===== src/rtl/core/sdp_pkg.sv =====
package sdp_pkg;

  // Item operation codes.
  typedef enum logic [2:0] {
    FN_START     = 3'd0,
    FN_START_END = 3'd1,
    FN_RESERVE   = 3'd2,
    FN_DATA      = 3'd3,
    FN_READ      = 3'd4
  } func_t;

  // Result status codes.
  typedef enum logic [2:0] {
    ST_OK         = 3'd0,
    ST_COUNT_FULL = 3'd1,
    ST_NO_ROOM    = 3'd2,
    ST_STRAY      = 3'd3,
    ST_OFFSET     = 3'd4,
    ST_UNFINISHED = 3'd5
  } status_t;

  // Configuration register indexes.
  typedef enum logic [0:0] {
    CFG_SESSION_HIGH = 1'd0,
    CFG_SESSION_LOW  = 1'd1
  } cfg_index_t;

  localparam int unsigned HDR_LEN    = 20;
  localparam int unsigned LEN_PREFIX = 2;
  // Width of size arithmetic; covers the largest allowed packet plus a message.
  localparam int unsigned CALC_W     = 18;

  localparam logic [15:0] COUNT_END      = 16'hFFFF;
  localparam logic [15:0] COUNT_LAST     = 16'hFFFE;
  localparam logic [15:0] SESSION_HI_RST = 16'h2020;
  localparam logic [63:0] SESSION_LO_RST = 64'h2020_2020_2020_2020;

  // Result of one item as it leaves the control stage.
  typedef struct packed {
    status_t     status;
    logic [7:0]  hdr_byte;
    logic        from_mem;
    logic        odd_lane;
    logic [11:0] size;
    logic [15:0] count;
  } sdp_result_t;

  // Header byte at a position below the header length, zero elsewhere.
  function automatic logic [7:0] header_byte(input logic [10:0] off,
                                             input logic [15:0] sess_hi,
                                             input logic [63:0] sess_lo,
                                             input logic [63:0] seq,
                                             input logic [15:0] count);
    logic [159:0] hdr;
    logic [4:0]   idx;
    hdr = {sess_hi, sess_lo, seq, count};
    idx = 5'(HDR_LEN - 1) - off[4:0];
    if (off >= 11'(HDR_LEN)) begin
      return 8'h00;
    end
    return hdr[{idx, 3'b000} +: 8];
  endfunction

endpackage


===== src/rtl/core/sdp_ctrl.sv =====
module sdp_ctrl #(
  parameter int unsigned PACKET_BYTES = 2048,
  parameter int unsigned AW           = $clog2((PACKET_BYTES + 1) / 2)
) (
  input  logic                     clk,
  input  logic                     rst_n,
  input  logic                     accept,
  input  logic [2:0]               func,
  input  logic [63:0]              seq_num,
  input  logic [15:0]              message_length,
  input  logic [7:0]               data_byte,
  input  logic [10:0]              read_offset,
  input  logic                     cfg_we,
  input  sdp_pkg::cfg_index_t      cfg_index,
  input  logic [63:0]              cfg_data,
  output sdp_pkg::sdp_result_t     result,
  output logic                     wr_en0,
  output logic [AW-1:0]            wr_addr0,
  output logic [7:0]               wr_data0,
  output logic                     wr_en1,
  output logic [AW-1:0]            wr_addr1,
  output logic [7:0]               wr_data1,
  output logic [AW-1:0]            rd_addr
);

  import sdp_pkg::*;

  localparam int unsigned UW = $clog2(PACKET_BYTES + 1);

  // Packet state. The fill position always equals the used length once a
  // message is open, so a single register serves both.
  logic [UW-1:0] used_r, used_nxt;
  logic [15:0]   count_r, count_nxt;
  logic [15:0]   expect_r, expect_nxt;
  logic [63:0]   seq_r, seq_nxt;
  logic [15:0]   sess_hi_r;
  logic [63:0]   sess_lo_r;

  logic [UW-1:0]     used_p1;
  logic [CALC_W-1:0] room_need;
  logic              off_beyond;

  assign used_p1    = used_r + UW'(1);
  assign room_need  = CALC_W'(used_r) + CALC_W'(LEN_PREFIX) + CALC_W'(message_length);
  assign off_beyond = CALC_W'(read_offset) >= CALC_W'(used_r);
  assign rd_addr    = AW'(read_offset[10:1]);

  // Decode of one item: next state, result and buffer writes.
  always_comb begin
    used_nxt   = used_r;
    count_nxt  = count_r;
    expect_nxt = expect_r;
    seq_nxt    = seq_r;
    result     = '0;
    result.status = ST_OK;
    wr_en0   = 1'b0;
    wr_en1   = 1'b0;
    wr_addr0 = AW'(used_r >> 1);
    wr_addr1 = AW'(used_r >> 1);
    wr_data0 = data_byte;
    wr_data1 = data_byte;
    unique case (func_t'(func)) inside
      FN_START, FN_START_END: begin
        seq_nxt    = seq_num;
        count_nxt  = (func_t'(func) == FN_START_END) ? COUNT_END : 16'd0;
        used_nxt   = UW'(HDR_LEN);
        expect_nxt = 16'd0;
      end
      FN_RESERVE: begin
        if (expect_r != 16'd0) begin
          result.status = ST_UNFINISHED;
        end else if (count_r == COUNT_END || count_r == COUNT_LAST) begin
          result.status = ST_COUNT_FULL;
        end else if (room_need > CALC_W'(PACKET_BYTES)) begin
          result.status = ST_NO_ROOM;
        end else begin
          // Length prefix goes out big-endian over both lanes.
          wr_en0 = accept;
          wr_en1 = accept;
          if (used_r[0]) begin
            wr_data1 = message_length[15:8];
            wr_data0 = message_length[7:0];
            wr_addr0 = AW'(used_p1 >> 1);
          end else begin
            wr_data0 = message_length[15:8];
            wr_data1 = message_length[7:0];
          end
          used_nxt   = used_r + UW'(LEN_PREFIX);
          expect_nxt = message_length;
          count_nxt  = count_r + 16'd1;
        end
      end
      FN_DATA: begin
        if (expect_r == 16'd0) begin
          result.status = ST_STRAY;
        end else begin
          wr_en0     = accept & ~used_r[0];
          wr_en1     = accept & used_r[0];
          used_nxt   = used_p1;
          expect_nxt = expect_r - 16'd1;
        end
      end
      FN_READ: begin
        if (off_beyond) begin
          result.status = ST_OFFSET;
        end else if (read_offset < 11'(HDR_LEN)) begin
          result.hdr_byte = header_byte(read_offset, sess_hi_r, sess_lo_r, seq_r,
                                        count_r);
        end else begin
          result.from_mem = 1'b1;
          result.odd_lane = read_offset[0];
        end
      end
      default: begin
      end
    endcase
    result.size  = 12'(used_nxt);
    result.count = count_nxt;
  end

  // State update on each accepted item.
  always_ff @(posedge clk) begin
    if (!rst_n) begin
      used_r   <= UW'(HDR_LEN);
      count_r  <= 16'd0;
      expect_r <= 16'd0;
      seq_r    <= 64'd0;
    end else if (accept) begin
      used_r   <= used_nxt;
      count_r  <= count_nxt;
      expect_r <= expect_nxt;
      seq_r    <= seq_nxt;
    end
  end

  // Session registers.
  always_ff @(posedge clk) begin
    if (!rst_n) begin
      sess_hi_r <= SESSION_HI_RST;
      sess_lo_r <= SESSION_LO_RST;
    end else if (cfg_we) begin
      unique case (cfg_index)
        CFG_SESSION_HIGH: sess_hi_r <= cfg_data[15:0];
        CFG_SESSION_LOW:  sess_lo_r <= cfg_data;
        default: begin
        end
      endcase
    end
  end

endmodule


===== config.mk =====
export PLATFORM = sky130hd
export DESIGN_NAME = sdp_ctrl
export DESIGN_NICKNAME = d
export VERILOG_FILES = /design/src/rtl/core/sdp_pkg.sv /design/src/rtl/core/sdp_ctrl.sv
export SDC_FILE = /design/constraint.sdc
export NUM_CORES = 1
export LEC_CHECK = 0
export BUFFER_PORTS_ARGS = -buffer_cell sky130_fd_sc_hd__clkbuf_2
export CORE_MARGIN = 1.5
export CORE_UTILIZATION = 35
export CTS_CLUSTER_SIZE = 40
export DETAILED_ROUTE_END_ITERATION = 10
export PLACE_DENSITY = 0.61
export SETUP_SLACK_MARGIN = 0.5
export SKIP_LAST_GASP = 1
export SLEW_MARGIN = 10
export SYNTH_ARGS = -nofsm -noshare
export SYNTH_HDL_FRONTEND = slang
export SYNTH_SLANG_ARGS = --single-unit

===== constraint.sdc =====
create_clock -name clk -period 4.45 [get_ports clk]
set_clock_uncertainty 0.2 [all_clocks]
set_input_delay 0.2225 -clock clk [delete_from_list [all_inputs] [get_ports clk]]
set_output_delay 0.2225 -clock clk [all_outputs]
set_load 0.02 [all_outputs]

==> After elaboration in Yosys (flattened, before gate mapping) <==
Index checks and enable logic that the tools add are counted.
{ "word_totals": {"register_bits": 188} }
{ "op_classes": {"n_addsub": 7, "n_lt_le_gt_ge": 4, "eq_ne": 10, "n_shift": 1, "muxes": 53, "n_bitwise": 4, "reduce_logical": 10} }
{ "ops": {"columns": ["cell", "n"], "rows": [
  ["160-bit by 9-bit variable part select with 8-bit output", 1],
  ["16-bit two-way mux", 8],
  ["8-bit two-way mux", 13],
  ["10-bit two-way mux", 7],
  ["12-bit two-way mux", 4],
  ["16-bit one-hot mux with 3 select lines", 1],
  ["12-bit one-hot mux with 3 select lines", 1],
  ["16-bit == test (second input constant)", 2],
  ["16-bit one-hot mux with 2 select lines", 1],
  ["13-bit by 16-bit adder with 17-bit output", 1],
  ["17-bit by 12-bit > comparator with 1-bit output (second input constant)", 1],
  ["16-bit by 1-bit adder with 16-bit output (second input constant)", 1],
  ["16-bit zero test", 1],
  ["16-bit nonzero test", 1],
  ["16-bit by 1-bit subtractor with 16-bit output (second input constant)", 1],
  ["12-bit by 2-bit adder with 13-bit output (second input constant)", 1],
  ["12-bit by 1-bit adder with 12-bit output (second input constant)", 1],
  ["12-bit by 2-bit adder with 12-bit output (second input constant)", 1],
  ["11-bit by 12-bit greater-or-equal comparator with 1-bit output", 1],
  ["11-bit by 5-bit greater-or-equal comparator with 1-bit output (second input constant)", 1],
  ["11-bit by 5-bit < comparator with 1-bit output (second input constant)", 1],
  ["1-bit two-way mux", 9],
  ["3-bit one-hot mux with 3 select lines", 1],
  ["2-bit two-way mux", 4],
  ["15 further kinds", 25]
]} }

==> Logic depth before layout (Yosys ltp) <==
{ "depth": {"depth_word": 9, "ltp_mapped": 18, "ltp_nobuf": 14} }

==> Worst setup path after synthesis <==
Ideal clock, no wire load.
{ "synth_path": {"path_kind": "reg2out", "from": "register used_r[1]", "to": "output port result[6] (netlist name)", "arrival_time_ps": 3991, "path_slack_ps": 36, "path_stages_with_launch": 18, "n_path_buf": 3, "path_cell_list": "dfxtp_1 -> inv_1 -> clkbuf_1 -> ha_1 -> inv_1 -> ha_1 -> fa_1 -> a211oi_2 -> o21ai_2 -> a311o_1 -> a21oi_1 -> o2111a_2 -> o211ai_2 -> buf_6 -> buf_2 -> nor4_1 -> nor3b_1 -> a211oi_1"} }
{ "synth_rtl": {"columns": ["element", "line_no", "rtl"], "rows": [
  ["start: declaration", "sdp_ctrl.sv:32", "logic [UW-1:0] used_r, used_nxt;"],
  ["start signal: assignment", "sdp_ctrl.sv:124", "used_r <= UW'(HDR_LEN);"],
  ["start signal: assignment", "sdp_ctrl.sv:129", "used_r <= used_nxt;"],
  ["end: declaration", "sdp_ctrl.sv:16", "output sdp_pkg::sdp_result_t result,"]
]} }

==> results.md <==
- For this configuration, the core starts out at a cell density of 0.355.
- In this run the most critical hold path is launched from message_length[4].
- Together, buffers and inverters on the worst path number 6.
- The reg-to-reg endpoint is count_r[12]$_SDFFE_PN0P_.
- The minimum setup slack among reg-to-reg paths is 0.36 ns.
- The initial antenna violation count is 3.
- The most numerous cell on the critical path is sky130_fd_sc_hd__ha_4.
- The share of flip-flops with an asynchronous set or reset is 0.
- The run finished, with violations left.
- The synthesis-stage register bit count is 188.
- Of the total synthesized cell area, the portion taken by AND, OR, NAND and NOR gates is 0.224.
- The total length of routed wires is 47200 µm.
- TritonCTS built the clock tree.
- The transition time of the tightest slew-check pin is between 1 and 1.5 ns.
- The number of cells on the critical path is 17.
- In this run the horizontal extent of the chip is 188 µm.
- Among all flip-flop cells after synthesis, the most frequent one is sky130_fd_sc_hd__dfxtp_1.
- In the routed design, unresolved DRC markers number 0.
- The portion of synthesized cell area occupied by the leading cell type is 0.316.
- The kind of cell with the highest combined delay along the critical path is simple AND/OR/NAND/NOR gates.
- The top achievable clock speed is 219 MHz.
- The iteration-0 DRC count of the detailed router is 1222.
- Ranked by total cell area, the synthesized netlist is headed by sky130_fd_sc_hd__dfxtp_1 32%, sky130_fd_sc_hd__nand2_1 11%, sky130_fd_sc_hd__mux4_2 9.1%, sky130_fd_sc_hd__a21oi_1 7.2%, sky130_fd_sc_hd__ha_1 4.5%.
- Of the total synthesized cell area, the portion taken by full adders, half adders and majority gates is 0.0468.
- The number of cell rows is 67.
- The number of warnings reported in the yosys synthesis log is 0.
- Setup violations remaining at the end of the flow were counted as 32.
- Of the cells placed in the final design, the portion with a size suffix greater than 1 is 0.304.
- The largest stage delay on the critical path is 0.44 ns.
- The signal on the critical path passes through inv_4, ha_4, inv_2, ha_4, fa_2, buf_6, xor2_1, or4_1, nor2_1, o2111a_2, o211ai_4, buf_12, buf_16, or3_4, a21oi_2, a2bb2oi_2, clkbuf_8.
- The height of the die is about 190 µm.
- The startpoint type of the worst setup path is a register.
- At the worst endpoint, the arrival time is about 4.1 ns.
- The number of flops mapped to enable cells by yosys is 0.
- The routed via count divided by cell count is 5.69.
- The leading area contributor after synthesis is sky130_fd_sc_hd__dfxtp_1.
- After detailed routing, the average wire length per cell comes to 20.0 µm.
- The count of buffers inserted at the top-level ports is 259.
- The filler-free cell count of the finished design is 2354.
- The share of the clock period used by the worst path is 1.02.
- The net count reported at finish is 2105.
- The slowest stage of the critical path is the sky130_fd_sc_hd__or4_1 cell.
- The time the final worst path needs with I/O delays and setup is 4.56 ns.
- For the worst-skew pair, the clock arrives at the later sink with an insertion delay of 0.45 ns.
- In this run the power density over the cells is 258 mW/mm².
- The area growth from synthesis to layout is 45.2%.
- The start-to-end type of the worst setup path is register to output port.
- The fraction of synthesized area in multiplexers is 0.110.
- The number of hold-slack violations in the final timing report was 0.
- Summed over all cells, the static leakage comes to 0.00689 µW.
- The share of the core filled with cells in the final layout is 0.516.
- Before antenna repair, the detailed router went through 5 iterations.
- Setup slack on the critical path of the routed design comes to -0.111 ns.
- During I/O placement, the number of pins put on the boundary was 260.
- For met1 alone, demand over resource in global routing was 0.327.
- The placer congestion estimate is 0.930.
- For met2 alone, demand over resource in global routing was 0.436.
- The cell area after synthesis is 0.0119 mm².
- In this run, placement finished with an instance count of 2141.
- The count of nets left with antenna violations once routing finished came out at 0.
- Counting every sink on the clock net gives 188.
- The first global-routing pass estimated 72200 µm of wire.
- In this run the deepest clock path goes through 2 buffers.
- Headroom to the max-slew limit came out at 0.199.
- The most heavily used metal layer in global routing is met2.
- For the worst setup path, the data required time is 4.03 ns.
- Counting cells, the worst reg-to-reg path comes to 19.
- The final reports fail on negative setup slack.
- Global routing finished with a remaining overflow of 0.
- The capture point of the worst path is result[24].
- The buffer type at the clock tree root is sky130_fd_sc_hd__clkbuf_16.
- Clock-pin slew was measured on the worst setup and hold paths at approximately 0.080 ns.
- In this run the number of H-tree levels came out at 4.
- The start point of the critical path is used_r[1]$_SDFFE_PN0P_.
- The compound-cell area share of the yosys netlist is 0.215.
- The post-synthesis share of cell area spent on xor and xnor gates is 0.0220.
- Across the run, the number of max-cap violations was 0.
- The met3 usage in global routing is 0.0580.
- Ranked by instance count, the synthesized netlist is headed by 364 x sky130_fd_sc_hd__nand2_1, 188 x sky130_fd_sc_hd__dfxtp_1, 172 x sky130_fd_sc_hd__a21oi_1.
- By area, the combinational part of the netlist is dominated by simple AND/OR/NAND/NOR gates.
- The core region is 0.0335 mm².
- Yosys instantiated no cell more often than sky130_fd_sc_hd__nand2_1.
- The total global-route track usage is 0.260.
- The via count of the first global-routing pass is between 10k and 15k.
- The total CTS buffers is 17.
- The number of nets in the synthesized netlist is 1739.
- The post-synthesis cell type count is 80.
- In this run the worst hold path is classified as input pin to register.
- The kind of capture point of the worst setup path is an output port.
- The peak supply drop is 0.267 mV.
- The maximum number of pins on one net before global-route repair is 90.
- For this block, the via count after detailed routing is 13.4k.
- Summed over all nets, the half-perimeter wirelength after detailed placement is around 31000 µm.
- Of the synthesized area, sequential elements account for 0.316.
- After technology mapping, the gate count stands at 1524.
- The origin of the critical flop-to-flop path is used_r[1]$_SDFFE_PN0P_.
- The count of final max-slew check failures is 0.
- The floorplan step defined a die boundary enclosing ~0.035 mm².
- The mean cell area of the mapped netlist is 7.82 µm².
- Of all nets on the critical path, the largest fanout is 6.
- Setup repair after global routing could not meet its margin everywhere.
==> area by class of cell <==
class / count / area [µm²]
clock buffer: 17 / 425
clock inverter: 15 / 175
fill: 3021 / 16200
inverter: 36 / 140
tap: 448 / 561
multi-input combinational: 1158 / 8290
sequential: 188 / 3770
antenna: 3 / 7.51
timing repair buffer: 489 / 3940
==> worst min-delay path by stage <==
stage | endpoint | slack, ns | cells after the start
after floorplan | sess_hi_r[13]$_SDFFE_PN1P_ | 0.15 | 2
after global placement | sess_hi_r[4]$_SDFFE_PN0P_ | 0.24 | 2
after detailed placement | sess_lo_r[45]$_SDFFE_PN1P_ | 0.24 | 3
after CTS | expect_r[4]$_SDFFE_PN0P_ | 0.0004 | 3
after global routing | expect_r[4]$_SDFFE_PN0P_ | 0.02 | 3
final | expect_r[4]$_SDFFE_PN0P_ | 0.01 | 3
==> tightest hold or removal path, cell delays in order <==
cell and delay [ns]:
sky130_fd_sc_hd__clkbuf_2 0.13, sky130_fd_sc_hd__a22oi_1 0.18, sky130_fd_sc_hd__a211oi_1 0.09
==> placed cells by master (no fill, tap or decap), types with 9 or more instances in the layout <==
master                          count
sky130_fd_sc_hd__o21ai_0           45
sky130_fd_sc_hd__a21oi_1          164
sky130_fd_sc_hd__xor2_1            10
sky130_fd_sc_hd__a21o_1            13
sky130_fd_sc_hd__buf_12            11
sky130_fd_sc_hd__mux4_2            48
sky130_fd_sc_hd__nand4_1           12
sky130_fd_sc_hd__nor4_1            13
sky130_fd_sc_hd__dlygate4sd3_1    131
sky130_fd_sc_hd__dfxtp_1          186
sky130_fd_sc_hd__xnor2_1           17
sky130_fd_sc_hd__nand2_1          354
sky130_fd_sc_hd__o21ai_2            9
sky130_fd_sc_hd__o21ai_1           17
sky130_fd_sc_hd__buf_4             97
sky130_fd_sc_hd__clkbuf_8          18
sky130_fd_sc_hd__clkbuf_2         204
sky130_fd_sc_hd__inv_1             32
sky130_fd_sc_hd__buf_6             13
sky130_fd_sc_hd__ha_1              38
sky130_fd_sc_hd__nand3_1           46
sky130_fd_sc_hd__nor2_1            56
sky130_fd_sc_hd__nand2b_1           9
sky130_fd_sc_hd__a211oi_1          15
sky130_fd_sc_hd__a22oi_1           17
sky130_fd_sc_hd__nor3_4            12
sky130_fd_sc_hd__clkbuf_16         18
sky130_fd_sc_hd__nor3_1            16
sky130_fd_sc_hd__mux2i_1           22
==> report_power, final <==
group          internal, µW  switching (µW)  leakage (µW)
clock                   807             790      0.000297
sequential             1750            57.2       0.00153
combinational           468             583       0.00506
==> flip-flops by register name, summed over array words and instances (netlist names) <==
signal / cells
seq_r: 64
sess_lo_r: 64
count_r: 16
expect_r: 16
sess_hi_r: 16
used_r: 12
==> through the flow <==
stage,cell area (µm²),setup slack (ns),power [µW],hold slack [ns],TNS (ns)
final,17300,-0.111,4460,0.0118,-2.21
after global routing,17300,-0.177,4630,0.0244,-4.66
after CTS,16800,-0.0680,4410,0.000433,-0.336
after detailed placement,13700,0.200,2690,0.242,0
after global placement,13700,0.267,2680,0.240,0
after floorplan,12100,0.470,2380,0.146,0
==> metal layers <==
| layer | routed length [µm] | vias up | share of wire |
|---|---|---|---|
| met3 | 3900 | 130 | 0.083 |
| met5 | 0 | - | 0 |
| li1 | - | 6189 | - |
| met1 | 18900 | 6390 | 0.40 |
| met4 | 1700 | 0 | 0.036 |
| met2 | 22600 | 687 | 0.48 |
==> timing repair <==
action / 4_1_cts / 5_1_grt
pin swaps: 57 / 30
setup endpoints to repair: 66 / 80
hold buffers: 131 / 0
gates cloned: 6 / 2
buffers inserted: 24 / 15
hold endpoints to repair: 147 / 0
gates resized for setup: 200 / 109
==> kinds of logic after synthesis <==
family / count (synthesis)
AOI/OAI and AO/OA: 409
buffers and inverters: 179
adders and majority gates: 44
muxes: 71
and+or+nand+nor: 603
DFF: 188
xor gates and xnor gates: 30
(Power assumes the default switching activity.)
